==> config.mk <==
export PLATFORM = sky130hd
export DESIGN_NAME = gnms_ctrl
export DESIGN_NICKNAME = d
export VERILOG_FILES = /design/src/rtl/gnms_pkg.sv /design/src/rtl/gnms_ctrl.sv
export SDC_FILE = /design/constraint.sdc
export NUM_CORES = 1
export LEC_CHECK = 0
export BUFFER_PORTS_ARGS = -buffer_cell sky130_fd_sc_hd__buf_2
export CELL_PAD_IN_SITES_DETAIL_PLACEMENT = 0
export CELL_PAD_IN_SITES_GLOBAL_PLACEMENT = 1
export CORE_MARGIN = 10
export CORE_UTILIZATION = 47
export DETAILED_ROUTE_END_ITERATION = 6
export GPL_ROUTABILITY_DRIVEN = 0
export PLACE_DENSITY = 0.87
export SLEW_MARGIN = 30
export SYNTH_ARGS = -nofsm -noshare
export SYNTH_HDL_FRONTEND = slang
export SYNTH_SLANG_ARGS = --single-unit
==> constraint.sdc <==
create_clock -name clock -period 8.1 [get_ports clock]
set_clock_uncertainty 0.1 [all_clocks]
set_input_delay 1.62 -clock clock [delete_from_list [all_inputs] [get_ports clock]]
set_output_delay 1.62 -clock clock [all_outputs]
set_load 0.1 [all_outputs]
==> src/rtl/gnms_pkg.sv <==
// ----------------------------------------------------------------------------
// gnms_pkg
// Shared types, constants and helper functions of the gradient
// non-maximum suppression unit.
// ----------------------------------------------------------------------------
package gnms_pkg;

   // Line store depth and derived widths
   localparam int MAX_WIDTH  = 1024;
   localparam int MAX_HEIGHT = 1024;
   localparam int MIN_DIM    = 3;
   localparam int CFG_W      = 11;
   localparam int ADDR_W     = $clog2(MAX_WIDTH);
   localparam int WIDTH_W    = $clog2(MAX_WIDTH + 1);
   localparam int HEIGHT_W   = $clog2(MAX_HEIGHT + 1);
   // row counter runs through two drain rows past the last image row
   localparam int ROW_W      = $clog2(MAX_HEIGHT + 2);
   localparam int MAG_W      = 8;
   localparam int ANGLE_W    = 16;

   // Reset values of the frame size registers
   localparam int RESET_WIDTH  = 640;
   localparam int RESET_HEIGHT = 480;

   // Sector thresholds, 8192 units per radian
   localparam int ANG_22_5  = 3217;
   localparam int ANG_67_5  = 9651;
   localparam int ANG_112_5 = 16085;
   localparam int ANG_157_5 = 22519;
   localparam int ANG_PI    = 25735;

   typedef enum logic {
      OP_PIXEL = 1'b0,
      OP_FLUSH = 1'b1
   } op_type;

   typedef enum logic {
      CSR_FRAME_WIDTH  = 1'b0,
      CSR_FRAME_HEIGHT = 1'b1
   } csr_index_type;

   // Direction along which the neighbors are compared
   typedef enum logic [1:0] {
      SEC_HORZ      = 2'd0,
      SEC_DIAG_UP   = 2'd1,
      SEC_VERT      = 2'd2,
      SEC_DIAG_DOWN = 2'd3
   } sector_type;

   typedef struct packed {
      op_type                     op;
      logic [MAG_W-1:0]           grad_magnitude;
      logic signed [ANGLE_W-1:0]  grad_angle;
   } req_type;

   typedef struct packed {
      logic [MAG_W-1:0] thinned_value;
      logic             frame_end;
   } rsp_type;

   // One line store entry: upper and middle magnitude plus middle sector
   typedef struct packed {
      logic [MAG_W-1:0] upper;
      logic [MAG_W-1:0] middle;
      sector_type       sector;
   } line_word_type;

   // Item passed from the control stage to the window stage
   typedef struct packed {
      logic [ADDR_W-1:0] addr;
      logic [MAG_W-1:0]  value;
      sector_type        sector;
      logic              have;
      logic              border;
      logic              last;
   } item_type;

   function automatic sector_type quantize_angle(input logic signed [ANGLE_W-1:0] a);
      sector_type s;
      begin
         if (a >= 0) begin
            if (a < ANG_22_5)         s = SEC_HORZ;
            else if (a < ANG_67_5)    s = SEC_DIAG_UP;
            else if (a < ANG_112_5)   s = SEC_VERT;
            else if (a < ANG_157_5)   s = SEC_DIAG_DOWN;
            else if (a <= ANG_PI)     s = SEC_HORZ;
            else                      s = SEC_DIAG_DOWN;
         end else begin
            if (a < -ANG_PI)                  s = SEC_DIAG_DOWN;
            else if (a < -(ANG_157_5 - 1))    s = SEC_HORZ;
            else if (a < -(ANG_112_5 - 1))    s = SEC_DIAG_UP;
            else if (a < -(ANG_67_5 - 1))     s = SEC_VERT;
            else if (a < -(ANG_22_5 - 1))     s = SEC_DIAG_DOWN;
            else                              s = SEC_HORZ;
         end
         return s;
      end
   endfunction

   function automatic logic [WIDTH_W-1:0] clamp_width(input logic [CFG_W-1:0] v);
      logic [WIDTH_W-1:0] r;
      begin
         if (int'(v) < MIN_DIM)        r = WIDTH_W'(MIN_DIM);
         else if (int'(v) > MAX_WIDTH) r = WIDTH_W'(MAX_WIDTH);
         else                          r = WIDTH_W'(v);
         return r;
      end
   endfunction

   function automatic logic [HEIGHT_W-1:0] clamp_height(input logic [CFG_W-1:0] v);
      logic [HEIGHT_W-1:0] r;
      begin
         if (int'(v) < MIN_DIM)         r = HEIGHT_W'(MIN_DIM);
         else if (int'(v) > MAX_HEIGHT) r = HEIGHT_W'(MAX_HEIGHT);
         else                           r = HEIGHT_W'(v);
         return r;
      end
   endfunction

endpackage

==> src/rtl/gnms_ctrl.sv <==
// ----------------------------------------------------------------------------
// gnms_ctrl
// Front stage: frame size registers, raster counters, angle quantizer and
// line store read issue.
// ----------------------------------------------------------------------------
module gnms_ctrl (
   input  logic                          clock,
   input  logic                          reset,
   input  logic                          csr_valid,
   input  gnms_pkg::csr_index_type       csr_index,
   input  logic [gnms_pkg::CFG_W-1:0]    csr_wdata,
   input  logic                          req_valid,
   input  gnms_pkg::req_type             req_data,
   input  logic                          advance,
   output logic                          rd_en,
   output logic [gnms_pkg::ADDR_W-1:0]   rd_addr,
   output logic                          item_valid,
   output gnms_pkg::item_type            item
);

   logic [gnms_pkg::CFG_W-1:0]    frame_width_ff, frame_width_in;
   logic [gnms_pkg::CFG_W-1:0]    frame_height_ff, frame_height_in;
   logic [gnms_pkg::WIDTH_W-1:0]  act_w_ff, act_w_in;
   logic [gnms_pkg::HEIGHT_W-1:0] act_h_ff, act_h_in;
   logic [gnms_pkg::ADDR_W-1:0]   col_ff, col_in;
   logic [gnms_pkg::ROW_W-1:0]    row_ff, row_in;
   logic                          item_valid_ff, item_valid_in;
   gnms_pkg::item_type            item_ff, item_in;

   logic                          in_frame;
   logic                          live;
   logic                          first;
   logic                          col_nz;
   logic [gnms_pkg::WIDTH_W-1:0]  eff_w;
   logic [gnms_pkg::HEIGHT_W-1:0] eff_h;
   logic [gnms_pkg::WIDTH_W-1:0]  col_plus;
   logic                          wrap;
   logic [gnms_pkg::ROW_W-1:0]    centre_row;
   logic [gnms_pkg::ROW_W-1:0]    last_row;
   logic                          have;
   logic                          border;
   logic                          last;

   // config writes
   always_comb begin
      frame_width_in  = frame_width_ff;
      frame_height_in = frame_height_ff;
      if (csr_valid) begin
         unique case (csr_index)
            gnms_pkg::CSR_FRAME_WIDTH:  frame_width_in  = csr_wdata;
            gnms_pkg::CSR_FRAME_HEIGHT: frame_height_in = csr_wdata;
         endcase
      end
   end

   // item classification: a flush inside the frame is dropped
   assign in_frame = row_ff < gnms_pkg::ROW_W'(act_h_ff);
   assign live     = req_valid && advance &&
                     !(in_frame && (req_data.op == gnms_pkg::OP_FLUSH));
   assign col_nz   = (col_ff != '0);
   assign first    = in_frame && (row_ff == '0) && !col_nz;

   // frame size is latched on the first pixel and used by that pixel too
   assign eff_w = first ? gnms_pkg::clamp_width(frame_width_ff)  : act_w_ff;
   assign eff_h = first ? gnms_pkg::clamp_height(frame_height_ff) : act_h_ff;

   // position of the centre pixel behind this item
   assign centre_row = col_nz ? (row_ff - gnms_pkg::ROW_W'(1))
                              : (row_ff - gnms_pkg::ROW_W'(2));
   assign last_row   = gnms_pkg::ROW_W'(eff_h) - gnms_pkg::ROW_W'(1);
   assign have       = (row_ff >= gnms_pkg::ROW_W'(2)) ||
                       ((row_ff == gnms_pkg::ROW_W'(1)) && col_nz);
   // centre column is col-1, or the last column when col is zero
   assign border     = (centre_row == '0) || (centre_row == last_row) ||
                       (col_ff == gnms_pkg::ADDR_W'(1)) || !col_nz;
   assign last       = (centre_row == last_row) && !col_nz;

   assign col_plus = gnms_pkg::WIDTH_W'(col_ff) + gnms_pkg::WIDTH_W'(1);
   assign wrap     = (col_plus >= eff_w);

   // counters and latched frame size
   always_comb begin
      act_w_in = act_w_ff;
      act_h_in = act_h_ff;
      col_in   = col_ff;
      row_in   = row_ff;
      if (live) begin
         act_w_in = eff_w;
         act_h_in = eff_h;
         if (have && last) begin
            col_in = '0;
            row_in = '0;
         end else if (wrap) begin
            col_in = '0;
            row_in = row_ff + gnms_pkg::ROW_W'(1);
         end else begin
            col_in = col_plus[gnms_pkg::ADDR_W-1:0];
         end
      end
   end

   // stage register toward the window
   always_comb begin
      item_valid_in = advance ? live : item_valid_ff;
      item_in       = item_ff;
      if (live) begin
         item_in.addr   = col_ff;
         item_in.value  = in_frame ? req_data.grad_magnitude : '0;
         item_in.sector = in_frame ? gnms_pkg::quantize_angle(req_data.grad_angle)
                                   : gnms_pkg::SEC_HORZ;
         item_in.have   = have;
         item_in.border = border;
         item_in.last   = last;
      end
   end

   always_ff @(posedge clock) begin
      if (reset) begin
         frame_width_ff  <= gnms_pkg::CFG_W'(gnms_pkg::RESET_WIDTH);
         frame_height_ff <= gnms_pkg::CFG_W'(gnms_pkg::RESET_HEIGHT);
         act_w_ff        <= gnms_pkg::clamp_width(gnms_pkg::CFG_W'(gnms_pkg::RESET_WIDTH));
         act_h_ff        <= gnms_pkg::clamp_height(gnms_pkg::CFG_W'(gnms_pkg::RESET_HEIGHT));
         col_ff          <= '0;
         row_ff          <= '0;
         item_valid_ff   <= 1'b0;
      end else begin
         frame_width_ff  <= frame_width_in;
         frame_height_ff <= frame_height_in;
         act_w_ff        <= act_w_in;
         act_h_ff        <= act_h_in;
         col_ff          <= col_in;
         row_ff          <= row_in;
         item_valid_ff   <= item_valid_in;
      end
   end

   always_ff @(posedge clock) begin
      item_ff <= item_in;
   end

   assign rd_en      = live;
   assign rd_addr    = col_ff;
   assign item_valid = item_valid_ff;
   assign item       = item_ff;

endmodule

# == After elaboration in Yosys (flattened, before gate mapping) ==
# Index checks and enable logic that the tools add are counted.
# totals
wordCells,83
output_inout_bits,35
in_bits,42
reg_bits,89
# op_classes
n_mux,22
n_lt_le_gt_ge,18
n_bitwise,1
eq_ne,3
reduce_logical,21
n_addsub,5
# op_table
op,count
11-bit 2-to-1 mux,9
16-bit by 15-bit < comparator with 1-bit output (second input constant),4
16-bit < comparator (second input constant),3
16-bit by 13-bit < comparator with 1-bit output (second input constant),2
11-bit > comparator (second input constant),2
11-bit logical NOT,2
11-bit by 2-bit < comparator with 1-bit output (second input constant),2
2-bit 2-to-1 mux,11
11-bit by 1-bit subtractor with 11-bit output (second input constant),2
10-bit 2-to-1 mux,2
16-bit by 1-bit greater-or-equal comparator with 1-bit output (second input constant),1
16-bit <= comparator (second input constant),1
10-bit by 1-bit adder with 11-bit output (second input constant),1
11-bit by 1-bit adder with 11-bit output (second input constant),1
11-bit by 1-bit == test with 1-bit output (second input constant),1
11-bit == test,1
11-bit greater-or-equal comparator,1
11-bit by 2-bit greater-or-equal comparator with 1-bit output (second input constant),1
11-bit < comparator,1
11-bit by 2-bit subtractor with 11-bit output (second input constant),1
10-bit by 1-bit == test with 1-bit output (second input constant),1
10-bit nonzero test,1
1-bit logical AND,8
2-bit AND reduction,3
other kinds (4),8

# == Longest topological paths before layout ==
# logic_depth
depth_word,10
mapped_depth,24
depth_no_buf,20

# == Worst setup path after synthesis ==
# No wires, ideal clock.
# synth_timing
kind,input-to-output
from,input req_data[24] (netlist name)
to,output rd_en
path_slack_ns,2.616
cell_stages,5
arrival_ns,3.764
n_path_buf,2
cell_sequence,nand3_1 > nand3_1 > inv_1 > clkbuf_1 > clkbuf_1
# synth_via
elab_chain_len,3
# synth_lines
element,line,source
from (decl),gnms_ctrl.sv:13,"input gnms_pkg::req_type req_data,"
1-bit logical AND,gnms_ctrl.sv:59,!(in_frame && (req_data.op == gnms_pkg::OP_FLUSH));
1-bit logical NOT,gnms_ctrl.sv:59,
1-bit logical AND,gnms_ctrl.sv:58,assign live = req_valid && advance &&
to (decl),gnms_ctrl.sv:15,"output logic rd_en,"
# Every way passes these cells.

# == Final worst setup path ==
# layout_timing
from,register row_ff[2] (netlist name)
to,register col_ff (netlist bit rd_addr[6])
# layout_via
elab_chain_len,9
# layout_lines
element,line,source
from (decl),gnms_ctrl.sv:26,"logic [gnms_pkg::ROW_W-1:0] row_ff, row_in;"
from (signal assigned),gnms_ctrl.sv:132,row_ff <= row_in;
11-bit < comparator / 11-bit logical NOT (equally long branches),"gnms_ctrl.sv:57, gnms_ctrl.sv:61",
1-bit logical AND (2 in series),gnms_ctrl.sv:61,assign first = in_frame && (row_ff == '0) && !col_nz;
11-bit 2-to-1 mux,gnms_ctrl.sv:65,assign eff_h = first ? gnms_pkg::clamp_height(frame_height_ff) : act_h_ff;
11-bit by 1-bit subtractor with 11-bit output,gnms_ctrl.sv:70,assign last_row = gnms_pkg::ROW_W'(eff_h) - gnms_pkg::ROW_W'(1);
11-bit == test,gnms_ctrl.sv:76,assign last = (centre_row == last_row) && !col_nz;
1-bit logical AND,gnms_ctrl.sv:76,
1-bit logical AND,gnms_ctrl.sv:90,if (have && last) begin
10-bit 2-to-1 mux,gnms_ctrl.sv:90,
to (signal assigned),gnms_ctrl.sv:131,col_ff <= col_in;
to (decl),gnms_ctrl.sv:25,"logic [gnms_pkg::ADDR_W-1:0] col_ff, col_in;"
# Several ways; a longest one is shown, not always the timed one.
# A chain may end at the register's enable or synchronous reset.

==> summary.md <==
| Metric | Value |
|---|---|
| Sw Share | 30.08% |
| Cells after synthesis | 700 |
| Cell Pwr Density | between 150 and 200 nW/um^2 |
| Final critical-path required period | about 5.5 ns |
| Wire length reported by the detailed router | around 16000 um |
| Combinational Power Share | about 18% |
| Inst Count DP | slightly below 900 |
| Largest cells by area after synthesis | sky130_fd_sc_hd__dfxtp_1 23%, sky130_fd_sc_hd__edfxtp_1 12%, sky130_fd_sc_hd__ha_1 7.2% |
| Pin count of the biggest net entering global routing | a little over 60 |
| Async SR Flop Fraction | 0% |
| Number of top-level pins | 77 |
| Final total negative setup slack | 0 ns |
| Number of design-rule violations left by the first detailed-router iteration | ~450 |
| Syn Nets | 775 |
| Worst Path Max Fanout | 31 |
| Placed inst area | ~6200 um^2 |
| Initial standard-cell utilization of the core | a little under half |
| Relative slew margins | 46.29% |
| Synth Cell Area | approximately 5800 um^2 |
| Number of remaining DRC errors | 0 |
| Level count of the clock H-tree | 3 |
| Leading area contributor after synthesis | sky130_fd_sc_hd__dfxtp_1 |
| Slew at the pin closest to its max-slew limit | roughly 0.81 ns |
| Count of endpoints failing setup in the final report | 0 |
| Setup slack of the critical path after layout | between 2 and 3 ns |
| Overall power of the completed layout | roughly 1.1 mW |
| Number of flops mapped to enable cells by yosys | 23 |
| Wire length of the first global-routing pass | 25650 um |
| Final max-slew violation count | 0 |
| Cell area after layout | around 6400 um^2 |
| Part of the power in registers | 45.3% |
| Seq cells post-synth | 89 |
| Non-Filler Instances | around 900 |
| Critical path's largest stage delay | between 0.7 and 0.8 ns |
| Total vias in the final route | around 5300 |
| Number of nets in the layout | ~800 |
| Via count of the first global-routing pass | 5302 |
| Clock tree from TritonCTS | done |
| Total clock buffers created by CTS | 9 |
| CP Class | reg -> reg |
| Ordered list of cells on the worst path | ha_1, a21oi_1, o21ai_0, a21oi_2, nand3_1, buf_4, nor3_1, a21oi_1, ha_1, nor2b_1, o21a_1, o21a_1, o21a_1, o21a_1, o21a_1, o211ai_1, a31oi_1, a31oi_4, nor4bb_1, a221o_1 |
| Fill cell total of the finished layout | about 1200 |
| Post-CTS setup repair buffer count | 0 |
| Final Hold Viols | 0 |
| Die Width | between 100 and 150 um |
| Half-perimeter wire length after placement | roughly 12000 um |
| Clock net sink count | 89 |
| Row count | 40 |
| Total area of multi-input combinational cells | about 3500 um^2 |
| Core Region | between 10000 and 15000 um^2 |
| Worst Hold Margin | about 0.36 ns |
| Yosys top cell area share | approximately 23% |
| Max Freq | 0.1815 GHz |
| Required time of the critical path | ~8.3 ns |
| Via/cell ratio | roughly 5.9 |
| Post-synthesis sequential area ratio | a little over a third |
| Type of element capturing the critical path | flop |
| Max stage delay cell, worst path | sky130_fd_sc_hd__a31oi_4 |
| All-Layer GR Usage | 18.80% |
| Port Buffers | 76 |
| Clock network latency to the later pin of the worst-skew pair | 0.35 ns |
| Root buffer cell | sky130_fd_sc_hd__clkbuf_16 |
| Post-CTS sizing | 0 |
| Floorplan die height | 130.7 um |
| Setup Slack @ Placement | 2.228 ns |
| Total of warnings raised by yosys | 0 |
| Outcome | completed |
| Primary FF master, synth | sky130_fd_sc_hd__dfxtp_1 |
| Worst voltage drop across the vdd grid | about 0.11 mV |
| Avg Synthesized Cell Area | 8.229 um^2 |
| Antenna violations before repair | 0 |
| Storage cell area | about 2000 um^2 |
| Antenna cells | 0 |
| Final core utilization | around 54% |
| Most frequent cell on the critical path | sky130_fd_sc_hd__o21a_1 |
| Synth unique cells | just over 60 |
| Bufs on Longest Clock Path | 2 |
| Unrepaired setup endpoints after global routing | false |
| Number of iterations in the first detailed-routing pass | 6 |
| Post-route fraction of the period consumed by the critical path | 68.03% |
| Die ar. | 17090 um^2 |
| Total of hold buffers inserted after clock tree synthesis | 0 |
| Post-detailed-route wirelength per cell | about 18 um |
| Leakage power | about 2.7 nW |
| Antenna violation net count after detailed routing | 0 |
| Proportion of power drawn by the clock network | between 30% and 40% |
| Internal power consumption | approximately 0.74 mW |
| Switch Pwr | ~0.32 mW |
| Area growth from synthesis to layout | 11.97% |
| Setup crit start kind | flop |
| CP Data Arrival Time | 5.71 ns |
| Total gr overflow | 0 |
| Max-capacitance violation count | 0 |
| Clock slew at the register clock pins of the worst setup and hold paths | 0.07 ns |
| Layout cell share with drive strength beyond 1 | roughly 15% |
| Worst hold path class | reg -> reg |
## flip-flops by register name, summed over array words and instances (netlist names)
register         cells
act_h_ff            11
act_w_ff            11
frame_height_ff     11
frame_width_ff      11
item                23
item_valid           1
rd_addr             10
row_ff              11
## kinds of logic (layout without fill, tap and decap cells)
kind of cell | after synthesis | after routing | share of synthesized area [%]
adders and majority gates | 33 | 33 | 7.168
xor gates and xnor gates | 35 | 35 | 5.560
buffers and inverters | 68 | 118 | 4.844
AOI/OAI and AO/OA | 169 | 169 | 18.85
and+or+nand+nor | 292 | 292 | 26.15
DFF | 89 | 89 | 34.93
muxes | 14 | 14 | 2.498
## placed cells by master (no fill, tap or decap), drive strengths merged, types with 23 or more instances in the layout
cell type  instances
nand2             96
nor2              39
a21oi             64
o21ai             23
dfxtp             66
buf               80
and3              24
nand3             30
edfxtp            23
ha                33
## final timing paths
kind | slack [ns] | startpoint | depth (start not counted) | endpoint
hold reg to reg | 0.36 | act_w_ff[0] | 2 | act_w_ff[0]
setup / recovery | 2.59 | row_ff[2] | 20 | rd_addr[6]
hold / removal | 0.36 | act_w_ff[0] | 2 | act_w_ff[0]
setup reg to reg | 2.59 | row_ff[2] | 20 | rd_addr[6]
## metal layers
metal / up-vias / routed length, um / GRT usage, %
met1: 2500 / 6929 / 22.62
met4: 0 / 363 / 7.848
li1: 2654 / - / -
met2: 146 / 7736 / 31.94
met3: 24 / 752 / 3.908
met5: - / 0 / 0
## final cells by class
cell class / instances / area share, %
clock inverters: 7 / 0.7177
multi-input cells: 543 / 54.10
flip-flops and latches: 89 / 31.19
inverters: 22 / 1.280
repair buffers: 80 / 6.363
well taps: 147 / 2.852
clock buffers: 9 / 3.492
## synthesized netlist by cell type (2+ instances only)
master / instances
sky130_fd_sc_hd__ha_1: 33
sky130_fd_sc_hd__xnor2_1: 21
sky130_fd_sc_hd__nor3_1: 22
sky130_fd_sc_hd__nor4bb_1: 4
sky130_fd_sc_hd__o21a_1: 7
sky130_fd_sc_hd__nor4_1: 8
sky130_fd_sc_hd__nand4_1: 11
sky130_fd_sc_hd__mux2_2: 3
sky130_fd_sc_hd__nand2_1: 96
sky130_fd_sc_hd__a211o_1: 3
sky130_fd_sc_hd__o2111ai_1: 4
sky130_fd_sc_hd__edfxtp_1: 23
sky130_fd_sc_hd__a21oi_1: 64
sky130_fd_sc_hd__o311ai_0: 2
sky130_fd_sc_hd__inv_1: 21
sky130_fd_sc_hd__buf_2: 10
sky130_fd_sc_hd__nor2_1: 39
sky130_fd_sc_hd__nor2b_1: 14
sky130_fd_sc_hd__dfxtp_1: 66
sky130_fd_sc_hd__clkbuf_1: 29
sky130_fd_sc_hd__nor3b_1: 6
sky130_fd_sc_hd__o21ba_2: 2
sky130_fd_sc_hd__and2_1: 3
sky130_fd_sc_hd__or4_1: 7
sky130_fd_sc_hd__o31ai_1: 5
sky130_fd_sc_hd__o211ai_1: 11
sky130_fd_sc_hd__nor4_2: 2
sky130_fd_sc_hd__a221o_1: 5
sky130_fd_sc_hd__and3_1: 24
sky130_fd_sc_hd__nand2b_1: 6
sky130_fd_sc_hd__a21o_1: 3
sky130_fd_sc_hd__a211oi_1: 11
sky130_fd_sc_hd__mux2i_1: 11
sky130_fd_sc_hd__a31oi_1: 15
sky130_fd_sc_hd__o32ai_1: 2
sky130_fd_sc_hd__or3_1: 13
sky130_fd_sc_hd__o21ai_0: 23
sky130_fd_sc_hd__o21bai_1: 2
sky130_fd_sc_hd__xor2_1: 13
sky130_fd_sc_hd__nand3_1: 30
sky130_fd_sc_hd__buf_1: 5
## power groups by stage
stage / Clock, mW / Combinational [mW] / Sequential [mW]
floorplan: 0 / 0.122 / 0.511
global placement: 0 / 0.186 / 0.490
detailed placement: 0 / 0.190 / 0.491
CTS: 0.399 / 0.191 / 0.481
global route: 0.419 / 0.210 / 0.483
finish: 0.390 / 0.191 / 0.481
## critical path: cells and delay by family (launching register included)
family	cells	cell delay, ns
AND/OR/NAND/NOR	4	0.87
flip-flops	1	0.55
buffers and inverters	1	0.26
AO/OA/AOI/OAI	13	3.01
adder cells (fa/ha/maj)	2	0.65
No activity file was read; power rests on OpenSTA's default activity.
