**src/rtl/gnms_pkg.sv**
```systemverilog
// ----------------------------------------------------------------------------
// gnms_pkg
// Shared types, constants and helper functions of the gradient
// non-maximum suppression unit.
// ----------------------------------------------------------------------------
package gnms_pkg;

   // Line store depth and derived widths
   localparam int MAX_WIDTH  = 1024;
   localparam int MAX_HEIGHT = 1024;
   localparam int MIN_DIM    = 3;
   localparam int CFG_W      = 11;
   localparam int ADDR_W     = $clog2(MAX_WIDTH);
   localparam int WIDTH_W    = $clog2(MAX_WIDTH + 1);
   localparam int HEIGHT_W   = $clog2(MAX_HEIGHT + 1);
   // row counter runs through two drain rows past the last image row
   localparam int ROW_W      = $clog2(MAX_HEIGHT + 2);
   localparam int MAG_W      = 8;
   localparam int ANGLE_W    = 16;

   // Reset values of the frame size registers
   localparam int RESET_WIDTH  = 640;
   localparam int RESET_HEIGHT = 480;

   // Sector thresholds, 8192 units per radian
   localparam int ANG_22_5  = 3217;
   localparam int ANG_67_5  = 9651;
   localparam int ANG_112_5 = 16085;
   localparam int ANG_157_5 = 22519;
   localparam int ANG_PI    = 25735;

   typedef enum logic {
      OP_PIXEL = 1'b0,
      OP_FLUSH = 1'b1
   } op_type;

   typedef enum logic {
      CSR_FRAME_WIDTH  = 1'b0,
      CSR_FRAME_HEIGHT = 1'b1
   } csr_index_type;

   // Direction along which the neighbors are compared
   typedef enum logic [1:0] {
      SEC_HORZ      = 2'd0,
      SEC_DIAG_UP   = 2'd1,
      SEC_VERT      = 2'd2,
      SEC_DIAG_DOWN = 2'd3
   } sector_type;

   typedef struct packed {
      op_type                     op;
      logic [MAG_W-1:0]           grad_magnitude;
      logic signed [ANGLE_W-1:0]  grad_angle;
   } req_type;

   typedef struct packed {
      logic [MAG_W-1:0] thinned_value;
      logic             frame_end;
   } rsp_type;

   // One line store entry: upper and middle magnitude plus middle sector
   typedef struct packed {
      logic [MAG_W-1:0] upper;
      logic [MAG_W-1:0] middle;
      sector_type       sector;
   } line_word_type;

   // Item passed from the control stage to the window stage
   typedef struct packed {
      logic [ADDR_W-1:0] addr;
      logic [MAG_W-1:0]  value;
      sector_type        sector;
      logic              have;
      logic              border;
      logic              last;
   } item_type;

   function automatic sector_type quantize_angle(input logic signed [ANGLE_W-1:0] a);
      sector_type s;
      begin
         if (a >= 0) begin
            if (a < ANG_22_5)         s = SEC_HORZ;
            else if (a < ANG_67_5)    s = SEC_DIAG_UP;
            else if (a < ANG_112_5)   s = SEC_VERT;
            else if (a < ANG_157_5)   s = SEC_DIAG_DOWN;
            else if (a <= ANG_PI)     s = SEC_HORZ;
            else                      s = SEC_DIAG_DOWN;
         end else begin
            if (a < -ANG_PI)                  s = SEC_DIAG_DOWN;
            else if (a < -(ANG_157_5 - 1))    s = SEC_HORZ;
            else if (a < -(ANG_112_5 - 1))    s = SEC_DIAG_UP;
            else if (a < -(ANG_67_5 - 1))     s = SEC_VERT;
            else if (a < -(ANG_22_5 - 1))     s = SEC_DIAG_DOWN;
            else                              s = SEC_HORZ;
         end
         return s;
      end
   endfunction

   function automatic logic [WIDTH_W-1:0] clamp_width(input logic [CFG_W-1:0] v);
      logic [WIDTH_W-1:0] r;
      begin
         if (int'(v) < MIN_DIM)        r = WIDTH_W'(MIN_DIM);
         else if (int'(v) > MAX_WIDTH) r = WIDTH_W'(MAX_WIDTH);
         else                          r = WIDTH_W'(v);
         return r;
      end
   endfunction

   function automatic logic [HEIGHT_W-1:0] clamp_height(input logic [CFG_W-1:0] v);
      logic [HEIGHT_W-1:0] r;
      begin
         if (int'(v) < MIN_DIM)         r = HEIGHT_W'(MIN_DIM);
         else if (int'(v) > MAX_HEIGHT) r = HEIGHT_W'(MAX_HEIGHT);
         else                           r = HEIGHT_W'(v);
         return r;
      end
   endfunction

endpackage

```
**src/rtl/gnms_window.sv**
```systemverilog
// ----------------------------------------------------------------------------
// gnms_window
// Window stage: takes the line store column, writes the shifted column
// back, shifts the 3x3 window, compares the centre and registers the word.
// ----------------------------------------------------------------------------
module gnms_window (
   input  logic                          clock,
   input  logic                          reset,
   input  logic                          advance,
   input  logic                          item_valid,
   input  gnms_pkg::item_type            item,
   input  gnms_pkg::line_word_type       rd_word,
   output logic                          wr_en,
   output logic [gnms_pkg::ADDR_W-1:0]   wr_addr,
   output gnms_pkg::line_word_type       wr_data,
   output logic                          rsp_valid,
   output gnms_pkg::rsp_type             rsp_data
);

   logic [gnms_pkg::MAG_W-1:0] win_ff [3][3];
   logic [gnms_pkg::MAG_W-1:0] win_in [3][3];
   gnms_pkg::sector_type       sec_dly_ff, sec_dly_in;
   logic                       rsp_valid_ff, rsp_valid_in;
   gnms_pkg::rsp_type          rsp_data_ff, rsp_data_in;

   logic                       step;
   logic [gnms_pkg::MAG_W-1:0] centre;
   logic [gnms_pkg::MAG_W-1:0] na;
   logic [gnms_pkg::MAG_W-1:0] nb;
   logic                       keep;

   assign step = advance && item_valid;

   // read-modify-write of the line entry: middle moves up, new pixel enters
   assign wr_en   = step;
   assign wr_addr = item.addr;
   assign wr_data = '{upper: rd_word.middle, middle: item.value, sector: item.sector};

   // window shift, new column on the right
   always_comb begin
      for (int k = 0; k < 3; k++) begin
         win_in[k][0] = step ? win_ff[k][1] : win_ff[k][0];
         win_in[k][1] = step ? win_ff[k][2] : win_ff[k][1];
         win_in[k][2] = win_ff[k][2];
      end
      if (step) begin
         win_in[0][2] = rd_word.upper;
         win_in[1][2] = rd_word.middle;
         win_in[2][2] = item.value;
      end
   end

   // sector of the centre trails the line store by one column
   assign sec_dly_in = step ? rd_word.sector : sec_dly_ff;

   // neighbors in the shifted window, taken from the current one
   assign centre = win_ff[1][2];
   always_comb begin
      unique case (sec_dly_ff)
         gnms_pkg::SEC_HORZ: begin
            na = win_ff[1][1];
            nb = rd_word.middle;
         end
         gnms_pkg::SEC_DIAG_UP: begin
            na = rd_word.upper;
            nb = win_ff[2][1];
         end
         gnms_pkg::SEC_VERT: begin
            na = win_ff[0][2];
            nb = win_ff[2][2];
         end
         gnms_pkg::SEC_DIAG_DOWN: begin
            na = win_ff[0][1];
            nb = item.value;
         end
      endcase
   end

   assign keep = !(centre < na) && !(centre < nb) && !item.border;

   // output register
   always_comb begin
      rsp_valid_in = rsp_valid_ff;
      rsp_data_in  = rsp_data_ff;
      if (advance) begin
         rsp_valid_in              = item_valid && item.have;
         rsp_data_in.thinned_value = keep ? centre : '0;
         rsp_data_in.frame_end     = item.last;
      end
   end

   always_ff @(posedge clock) begin
      if (reset) begin
         for (int k = 0; k < 3; k++) begin
            for (int j = 0; j < 3; j++) begin
               win_ff[k][j] <= '0;
            end
         end
         sec_dly_ff   <= gnms_pkg::SEC_HORZ;
         rsp_valid_ff <= 1'b0;
      end else begin
         win_ff       <= win_in;
         sec_dly_ff   <= sec_dly_in;
         rsp_valid_ff <= rsp_valid_in;
      end
   end

   always_ff @(posedge clock) begin
      rsp_data_ff <= rsp_data_in;
   end

   assign rsp_valid = rsp_valid_ff;
   assign rsp_data  = rsp_data_ff;

endmodule

```
**config.mk**
```make
export PLATFORM = sky130hd
export DESIGN_NAME = gnms_window
export DESIGN_NICKNAME = d
export VERILOG_FILES = /design/src/rtl/gnms_pkg.sv /design/src/rtl/gnms_window.sv
export SDC_FILE = /design/constraint.sdc
export NUM_CORES = 1
export LEC_CHECK = 0
export ABC_CLOCK_PERIOD_IN_PS = 4690
export BUFFER_PORTS_ARGS = -buffer_cell sky130_fd_sc_hd__buf_2
export CORE_ASPECT_RATIO = 0.8
export CORE_MARGIN = 3
export CORE_UTILIZATION = 50
export DETAILED_ROUTE_END_ITERATION = 12
export GPL_TIMING_DRIVEN = 0
export PLACE_DENSITY = 0.8
export SLEW_MARGIN = 20
export SYNTH_ARGS = -nofsm -noshare
export SYNTH_HDL_FRONTEND = slang
export SYNTH_SLANG_ARGS = --single-unit
```
**constraint.sdc**
```tcl
create_clock -name clock -period 4.69 [get_ports clock]
set_clock_uncertainty 0.05 [all_clocks]
set_input_delay 0.2345 -clock clock [delete_from_list [all_inputs] [get_ports clock]]
set_output_delay 0.2345 -clock clock [all_outputs]
set_load 0.02 [all_outputs]
```
# Word level (Yosys, flattened, before mapping)
# Index checks and enable logic that the tools add are counted.
word_totals:
  register_bits: 60
  latch_bits: 0
  mem_bits_rw: 0
  mem_bits_ro: 0
  inputBits: 45
  out_inout_bits: 39
  word_cells: 25
  mem_count: 0
classes:
  n_addsub: 0
  multipliers: 0
  n_div: 0
  magnitude_cmp: 2
  eq_ne: 3
  shifts: 0
  mux: 2
  bitwise: 0
  reduce_logical: 8
ops:
  columns: ["operator", "count"]
  rows:
  - ["case mux 8 bit (4 select lines)", 2]
  - ["< comparator 8 bit", 2]
  - ["== test 2 bit, second input constant", 2]
  - ["logical AND 1 bit", 4]
  - ["logical NOT 1 bit", 3]
  - ["== test 2 x 1 -> 1 bit, second input constant", 1]
  - ["logical NOT 2 bit", 1]

# Logic depth before layout (Yosys ltp)
# Gate-level depths: netlist of the first run.
logic_depth:
  word_depth: 6
  depth_mapped: 9
  mapped_depth_nobuf: 7

# Worst setup path before layout of the first run
# Ideal clock, no wire load.
synth_timing:
  kind: "register to register"
  startpoint: "register sec_dly_ff[0]"
  endpoint: "register rsp_data_ff, in the netlist rsp_data[1], data pin"
  setup_time_ns: 0.271
  arrival_ns: 2.100
  required_ns: 4.369
  path_slack_ns: 2.268
  path_stages_with_launch: 9
  n_path_buf: 1
  synth_period_minus_slack_ns: 2.422
  path_cell_list: "dfxtp_1 > buf_6 > mux4_1 > inv_1 > ha_1 > a211oi_1 > nand2b_1 > a32oi_4 > a211oi_1"
synth_via:
  elab_chain_cells: 6
  word_cells_on_any_way: 12
  cone_classes: "order compare (2); eq/ne (3); mux (2); reduce/logical (5)"
synth_rtl:
  columns: ["element", "line_no", "source"]
  rows:
  - ["start: declaration", "gnms_window.sv:22", "gnms_pkg::sector_type sec_dly_ff, sec_dly_in;"]
  - ["start signal: assignment", "gnms_window.sv:99", "sec_dly_ff <= gnms_pkg::SEC_HORZ;"]
  - ["start signal: assignment", "gnms_window.sv:103", "sec_dly_ff <= sec_dly_in;"]
  - ["== test 2 bit (tied with other cells)", "gnms_window.sv:59", "unique case (sec_dly_ff)"]
  - ["case mux 8 bit (4 select lines)", "gnms_window.sv:59", null]
  - ["< comparator 8 bit", "gnms_window.sv:79", "assign keep = !(centre < na) && !(centre < nb) && !item.border;"]
  - ["logical NOT 1 bit", "gnms_window.sv:79", null]
  - ["logical AND 1 bit (*) (2 in a row)", "gnms_window.sv:79", null]
  - ["end signal: assignment", "gnms_window.sv:109", "rsp_data_ff <= rsp_data_in;"]
  - ["end: declaration", "gnms_window.sv:24", "gnms_pkg::rsp_type rsp_data_ff, rsp_data_in;"]
# Every way passes the cells marked *; elsewhere a longest branch is shown, timed or not.
# A chain may end at the register's enable or synchronous reset.

# Worst setup path after layout of the first run
layout_timing:
  startpoint: "register sec_dly_ff[0]"
  endpoint: "register rsp_data_ff, in the netlist rsp_data[4], data pin"
# Same word-level chain as after synthesis.

==> metrics.md, run 1 <==
| Metric | Value |
|---|---|
| First-pass GRT wire length | around 12000 um |
| Area Growth Syn to Fin | 21.2% |
| Pwr/cell area | approximately 330 nW/um2 |
| Final RePlAce weighted congestion | 0.842 |
| DRT Wirelength | about 7300 um |
| Inserted Clock Buffers | 9 |
| Vert. Die Dim | 76.7 um |
| Fmax | 355 MHz |
| Worst Max-Slew Pin Slew | about 0.49 ns |
| Vias in the first global route | approximately 2600 |
| PnR worst setup slack | approximately 1.9 ns |
| Fill count | ~500 |
| Worst-path fanout max | 10 |
| Crit path kind | reg2reg |
| Cell taking the most area after synthesis | dfxtp_1 |
| Data required, critical path | about 4.8 ns |
| Initial antenna violation count | 0 |
| Post-route ant nets | 0 |
| Input/output buffers | 70 |
| Reg-to-reg slack, setup | approximately 1.9 ns |
| Die Wd | 94.4 um |
| Finished Layout Cells | roughly 520 |
| Final setup violation count | 0 |
| Most frequent cells in the layout | 104 x nand2_1, 72 x buf_2, 55 x a21oi_1 |
| Full die area | between 7000 and 8000 um2 |
| Worst reg-to-reg path cell count | 9 |
| Clk pin slew, worst setup/hold paths | approximately 0.06 ns |
| Post-CTS Resized | 0 |
| Asr flop ratio synth | 0 |
| Relative slew slack | 0.671 |
| Reg2reg end | rsp_data[4] |
| Syn nets | between 400 and 500 |
| Post-place setup slack | 1.91 ns |
| Max Transition Viols Final | 0 |
| Sequential-to-total area share from yosys stat | 0.413 |
| Max VDD drop | 0.156 mV |
| Antenna diode count | 0 |
| Clk buf depth | 2 |
| Hold crit path type | in2reg |
| Placement Rows | 25 |
| Hold path depth | 1 |
| RR Startpoint | sec_dly_ff[0] |
| CTS Hold Bufs | 0 |
| Post-synth EDFFs | 9 |
| CTS tree | yes |
| Vias/cell | roughly 5.2 |
| Max-cap viol count | 0 |
| Initial DRC Count | 174 |
| Period Utilization, post-route | 0.601 |
| Largest net degree at the start of global routing | 13 |
| Clk_lat worst skew | 0.34 ns |
| Fin. Hold Viols | 0 |
| Cells after synthesis | 348 |
| CP arrival | ~2.9 ns |
| Syn avg cell area | roughly 9.0 um2 |
| Global route overflow | 0 |
| Top cell type's share of synthesized area | 0.326 |
| Leak pwr | between 1.5 and 2 nW |
| # Post-CTS Setup Buffers | 0 |
| Yosys warning total | 0 |
| Clk root buf | clkbuf_8 |
| H-tree depth | 3 |
| Vias | around 2700 |
| CTS sink count | 60 |
| Crit. End Element | flop |
| Setup TNS | 0 ns |
| Outcome | finished clean |
| RSZ-0062 raised after global routing | no |
| Hold EP | rsp_data[0] |
| Share of cells above drive strength 1 | 0.302 |
| Cell Area, Synth | ~3100 um2 |
| Routed length per placed instance | roughly 14 um |
| Post-DP HPWL | 5480 um |
| Std-Cell Core Area | about 6000 um2 |
| Unique masters post-synth | 24 |
| Top Ports | 84 |
| Hold path startpoint | item[0] |
| Residual DRC | 0 |
| Final #Nets | roughly 490 |
| Synth area leaders | dfxtp_1 33%, nand2_1 12%, a21oi_1 8.8% |
| Tot Pwr | between 1 and 1.5 mW |
| Commonest non-fill, non-tap cell in the layout | nand2_1 |
| All-Layer GR Usage | 0.212 |
| DR pass1 iterations | 4 |
| Startpoint Class | flop |
| Starting Density | 0.524 |
| Final min period | 2.82 ns |
| Synth Flop Type | dfxtp_1 |
| Flops & latches, synth | 60 |
| Placed insts | between 400 and 500 |
## cell type report
type                            instances  area, um2  share of cell area
Multi-Input combinational cell        214       1440               0.379
Sequential cell                        60       1290               0.340
Timing Repair Buffer                   70        350              0.0924
Buffer                                 48        303              0.0798
Clock buffer                           13        170              0.0449
Tap cell                               81        101              0.0267
Inverter                               26       97.6              0.0257
Clock inverter                          3       42.5              0.0112
## registers in the layout, indices dropped and copies added (netlist names)
signal      cells
win_ff         40
rsp_data        9
centre          8
sec_dly_ff      2
rsp_valid       1
## worst max-delay path: stages (launching register included)
cell and delay (ns):
dfxtp_1 0.32, buf_6 0.15, buf_2 0.32, mux4_2 0.55, inv_1 0.12, ha_1 0.17
nand2_1 0.12, a2111oi_4 0.38, a32oi_4 0.21, a211oi_1 0.25
## worst max path at each step
stage	cells after the start	to	startpoint
after floorplan	8	rsp_data[1]	sec_dly_ff[0]
after global placement	9	rsp_data[8]	sec_dly_ff[0]
after detailed placement	9	rsp_data[8]	sec_dly_ff[0]
after CTS	9	rsp_data[6]	sec_dly_ff[0]
after global routing	9	rsp_data[3]	sec_dly_ff[0]
final	9	rsp_data[4]	sec_dly_ff[0]
## synth_stat cells, types with 3 or more instances
library cell  instances
buf_4                28
edfxtp_1              9
clkbuf_1             14
dfxtp_1              51
o21ai_0               3
nand3_1               3
mux4_1                5
a21oi_1              55
a211oi_1             10
inv_1                25
nand2_1             104
ha_1                 14
mux4_2               11
## metrics by stage
step	instance area, um2	hold slack (ns)	utilization
after floorplan	3130	0.283	-
after global placement	3580	0.365	0.599
after detailed placement	3580	0.373	0.599
after CTS	3790	0.0238	0.635
after global routing	3790	0.0281	0.635
final	3790	0.0304	0.635
## cells by family after synthesis
kind of cell	count (synthesis)	share of synthesized area
flip-flops	60	0.413
buffers and inverters	74	0.128
multiplexers	16	0.121
AO/OA/AOI/OAI	71	0.141
AND/OR/NAND/NOR	113	0.141
adder cells (fa/ha/maj)	14	0.0560
## power breakdown
part,switching (mW),total [mW],internal [mW]
combinational,0.114,0.197,0.0823
clock,0.194,0.485,0.291
sequential,0.0133,0.552,0.539
## per-layer routing
metal / vias up / global-route usage / routed length, um
li1: 1313 / - / -
met5: - / 0 / 0
met3: 12 / 0.0627 / 473
met2: 84 / 0.347 / 3630
met1: 1265 / 0.265 / 3040
met4: 0 / 0.0750 / 131
No activity file was read; power rests on OpenSTA's default activity.
==> run 2: changes to the inputs <==
--- a/config.mk
+++ b/config.mk
@@ -5,14 +5,15 @@
 export SDC_FILE = /design/constraint.sdc
 export NUM_CORES = 1
 export LEC_CHECK = 0
-export ABC_CLOCK_PERIOD_IN_PS = 4690
+export ABC_AREA = 1
+export ABC_CLOCK_PERIOD_IN_PS = 2700
 export BUFFER_PORTS_ARGS = -buffer_cell sky130_fd_sc_hd__buf_2
 export CORE_ASPECT_RATIO = 0.8
 export CORE_MARGIN = 3
 export CORE_UTILIZATION = 50
 export DETAILED_ROUTE_END_ITERATION = 12
 export GPL_TIMING_DRIVEN = 0
-export PLACE_DENSITY = 0.8
+export PLACE_DENSITY = 0.81
 export SLEW_MARGIN = 20
 export SYNTH_ARGS = -nofsm -noshare
 export SYNTH_HDL_FRONTEND = slang
==> constraint.sdc (replaced) <==
create_clock -name clock -period 2.7 [get_ports clock]
set_clock_uncertainty 0.05 [all_clocks]
set_input_delay 0.135 -clock clock [delete_from_list [all_inputs] [get_ports clock]]
set_output_delay 0.135 -clock clock [all_outputs]
set_load 0.02 [all_outputs]
==> run 2 against run 1 <==
  * Largest cell class unchanged
  * Largest power group unchanged
  * Cell count up 9.7%
  * Power up 70%
  * Hold slack worse by 0.012 ns
  * Critical endpoint unchanged
  * Core utilization up 3.7 points
  * Die area down 3.1%
  * Fmax up 12%
==> metrics.md, run 2 <==
| Metric | Value |
|---|---|
| Outcome | finished clean (unchanged) |
| RR Startpoint | sec_dly_ff[1] (was sec_dly_ff[0]) |
| CTS sink count | 60 (unchanged) |
| Worst-path fanout max | 10 (unchanged) |
| Post-place setup slack | -0.157 ns (was 1.91 ns) |
| Top Ports | 84 (unchanged) |
| Hold crit path type | in2reg (unchanged) |
| Placed insts | 536 (was 499) |
| Setup crit start | sec_dly_ff[1] (was sec_dly_ff[0]) |
| Post-DP HPWL | 5870 um (was 5480 um) |
| DR pass1 iterations | 5 (was 4) |
| Std-Cell Core Area | 5650 um2 (was 5970 um2) |
| Max VDD drop | 0.333 mV (was 0.156 mV) |
| Initial DRC Count | 253 (was 174) |
| Reg2reg end | rsp_data[4] (unchanged) |
| RSZ-0062 raised after global routing | no (unchanged) |
| Crit. End Element | flop (unchanged) |
| All-Layer GR Usage | 0.235 (was 0.212) |
| Fill count | 504 (was 489) |
| Final core occ | 0.671 (was 0.635) |
| Syn nets | 447 (was 407) |
| Worst Max-Slew Pin Slew | 0.590 ns (was 0.494 ns) |
| Clk_lat worst skew | 0.34 ns (about the same) |
| Crit path kind | reg2reg (unchanged) |
| Flops & latches, synth | 60 (unchanged) |
| Pwr/cell area | 554 nW/um2 (was 325 nW/um2) |
| Unique masters post-synth | 21 (was 24) |
| Most common cell on crit path | nand2_1 |
| Period Utilization, post-route | 0.933 (was 0.601) |
| Synth Flop Type | dfxtp_1 (unchanged) |
| Crit-path max cell delay | 0.41 ns (was 0.55 ns) |
| Startpoint Class | flop (unchanged) |
| Final RePlAce weighted congestion | 0.898 (was 0.842) |
| Reg-to-reg slack, setup | 0.18 ns (was 1.87 ns) |
| Vias in the first global route | 2645 (was 2584) |
| Clk pin slew, worst setup/hold paths | 0.07 ns (was 0.06 ns) |
| Vias | 2991 (was 2674) |
| Largest register FFs | 40 (unchanged) |
| Post-route ant nets | 0 (unchanged) |
| Cell taking the most area after synthesis | dfxtp_1 (unchanged) |
| Antenna diode count | 0 (unchanged) |
| Input/output buffers | 70 (unchanged) |
| Area of the multi-input gates | 1390 um2 (was 1440 um2) |
| Post-synth EDFFs | 9 (unchanged) |
| Asr flop ratio synth | 0 (unchanged) |
| Relative slew slack | 0.607 (was 0.671) |
| H-tree depth | 3 (unchanged) |
| Most frequent cell after synthesis | nand2_1 (unchanged) |
| Commonest non-fill, non-tap cell in the layout | nand2_1 (unchanged) |
| Clk buf depth | 2 (unchanged) |
| Leak pwr | 1.62 nW (was 1.54 nW) |
| DRT Wirelength | 8090 um (was 7270 um) |
| Inserted Clock Buffers | 9 (unchanged) |
| First-pass GRT wire length | 12500 um (was 11900 um) |
| Largest net degree at the start of global routing | 12 (was 13) |
| Fin. Hold Viols | 0 (unchanged) |
| Cells after synthesis | 388 (was 348) |
| Full die area | 7020 um2 (was 7250 um2) |
| Worst-path cell chain | inv_2 -> buf_2 -> a221oi_1 -> nand2_1 -> o21ai_0 -> ha_1 -> nand2_1 -> nor2_1 -> a211oi_1 -> nand2_2 -> nand3_4 -> nor2_2 (was buf_6 -> buf_2 -> mux4_2 -> inv_1 -> ha_1 -> nand2_1 -> a2111oi_4 -> a32oi_4 -> a211oi_1) |
| Synth area leaders | dfxtp_1 34%, nand2_1 14%, edfxtp_1 8.9% (was dfxtp_1 33%, nand2_1 12%, a21oi_1 8.8%) |
| Crit path capture | rsp_data[4] (unchanged) |
| Post-DP Area | 3470 um2 (was 3580 um2) |
| Worst reg-to-reg path cell count | 12 (was 9) |
| Data required, critical path | 2.74 ns (was 4.80 ns) |
| Final setup violation count | 0 (unchanged) |
| Sequential-to-total area share from yosys stat | 0.427 (was 0.413) |
| Clk root buf | clkbuf_8 (unchanged) |
| Initial antenna violation count | 0 (unchanged) |
| FF+latch area | 1290 um2 (about the same) |
| Final min period | 2.52 ns (was 2.82 ns) |
| Biggest register | win_ff (unchanged) |
| Share of cells above drive strength 1 | 0.285 (was 0.302) |
| Die Wd | 93.0 um (was 94.4 um) |
| CP max stage cell | dfxtp_2 (was mux4_2) |
| Placement Rows | 24 (was 25) |
| Routed length per placed instance | 14.3 um (was 14.1 um) |
| Finished Layout Cells | 565 (was 515) |
| Syn avg cell area | 7.79 um2 (was 8.99 um2) |
| Max-cap viol count | 0 (unchanged) |
| Global route overflow | 0 (unchanged) |
| Vert. Die Dim | 75.6 um (was 76.7 um) |
| Residual DRC | 0 (unchanged) |
| Cell Area, Synth | 3020 um2 (was 3130 um2) |
| Starting Density | 0.536 (was 0.524) |
| Final #Nets | 541 (was 488) |
| Area Growth Syn to Fin | 25.3% (was 21.2%) |
| Fmax | 397 MHz (was 355 MHz) |
| Top cell type's share of synthesized area | 0.338 (was 0.326) |
| Max Transition Viols Final | 0 (unchanged) |
| PnR worst setup slack | 0.182 ns (was 1.87 ns) |
| CTS tree | yes (unchanged) |
| Top post-synthesis cells by count | 116 x nand2_1, 51 x dfxtp_1, 38 x a21oi_1 (was 104 x nand2_1, 55 x a21oi_1, 51 x dfxtp_1) |
| Fin area | 3790 um2 (about the same) |
| CP arrival | 2.56 ns (was 2.93 ns) |
| Yosys warning total | 0 (unchanged) |
| Vias/cell | 5.29 (was 5.19) |
| Most frequent cells in the layout | 116 x nand2_1, 71 x buf_2, 49 x dfxtp_1 (was 104 x nand2_1, 72 x buf_2, 55 x a21oi_1) |
[run 2: cell types whose count changed after synthesis, moves of 6 or more]
cell / previous run / this run
nor2_1: 2 / 24
a21oi_1: 55 / 38
a221oi_1: 0 / 14
nand2_1: 104 / 116
mux4_2: 11 / 0
o21ai_0: 3 / 14
a211oi_1: 10 / 20
inv_1: 25 / 15
nor2_2: 0 / 8
clkbuf_1: 14 / 20
[run 2: routing by layer]
layer | GRT usage | wire, um
met1 | 0.315 | 3630
met2 | 0.367 | 3720
met4 | 0.0797 | 123
met3 | 0.0711 | 615
met5 | 0 | 0
[run 2: cell type report]
| class | count | share of cell area |
|---|---|---|
| Sequential cell | 60 | 0.341 |
| Tap cell | 78 | 0.0258 |
| Inverter | 20 | 0.0198 |
| Timing Repair Buffer | 83 | 0.125 |
| Clock inverter | 2 | 0.00264 |
| Multi-Input combinational cell | 259 | 0.366 |
| Clock buffer | 14 | 0.0403 |
| Buffer | 49 | 0.0789 |
[run 2: through the flow]
stage	hold slack [ns]	setup TNS [ns]	power, mW
after floorplan	0.184	0	1.26
after global placement	0.263	-0.564	1.38
after detailed placement	0.264	-1.21	1.40
after CTS	0.0000658	0	2.10
after global routing	0.00510	0	2.19
final	0.0183	0	2.10
[run 2: timing repair]
| action | in CTS | in global routing |
|---|---|---|
| hold endpoints to repair | 11 | 0 |
| endpoints found under the setup margin | 8 | 8 |
| hold buffers | 11 | 0 |
| pin swaps | 0 | 1 |
| gates resized for setup | 4 | 10 |
| setup buffers | 0 | 2 |
[run 2: how the worst min path moves through the flow]
| stage | startpoint | end | slack, ns | depth (start not counted) |
|---|---|---|---|---|
| 2_1_floorplan | item[0] | rsp_data[0] | 0.18 | 0 |
| 3_3_place_gp | item[0] | rsp_data[0] | 0.26 | 1 |
| 3_5_place_dp | item[0] | rsp_data[0] | 0.26 | 1 |
| 4_1_cts | item[8] | win_ff[3] | 0.00007 | 3 |
| 5_1_grt | rd_word[17] | win_ff[55] | 0.005 | 3 |
| 6_report | rd_word[13] | win_ff[51] | 0.02 | 3 |
[run 2: power breakdown]
| group | leakage (nW) | internal (mW) | switching (mW) |
|---|---|---|---|
| clock | 0.0844 | 0.356 | 0.337 |
| combinational | 1.03 | 0.172 | 0.260 |
| sequential | 0.510 | 0.946 | 0.0290 |
| total | 1.62 | 1.47 | 0.626 |
[run 2: kinds of logic after synthesis]
logic type                 Yosys count  synth area share
AOI/OAI and AO/OA                   88             0.180
adders and majority gates           14            0.0579
buffers and inverters               69             0.120
DFF                                 60             0.427
and+or+nand+nor                    157             0.214
[run 2: critical path, delay by kind of cell (launching register included)]
kind	cells	cell delay, ns
AO/OA/AOI/OAI	3	0.59
AND/OR/NAND/NOR	6	0.57
flip-flops	1	0.41
buffers and inverters	2	0.35
adder cells (fa/ha/maj)	1	0.28
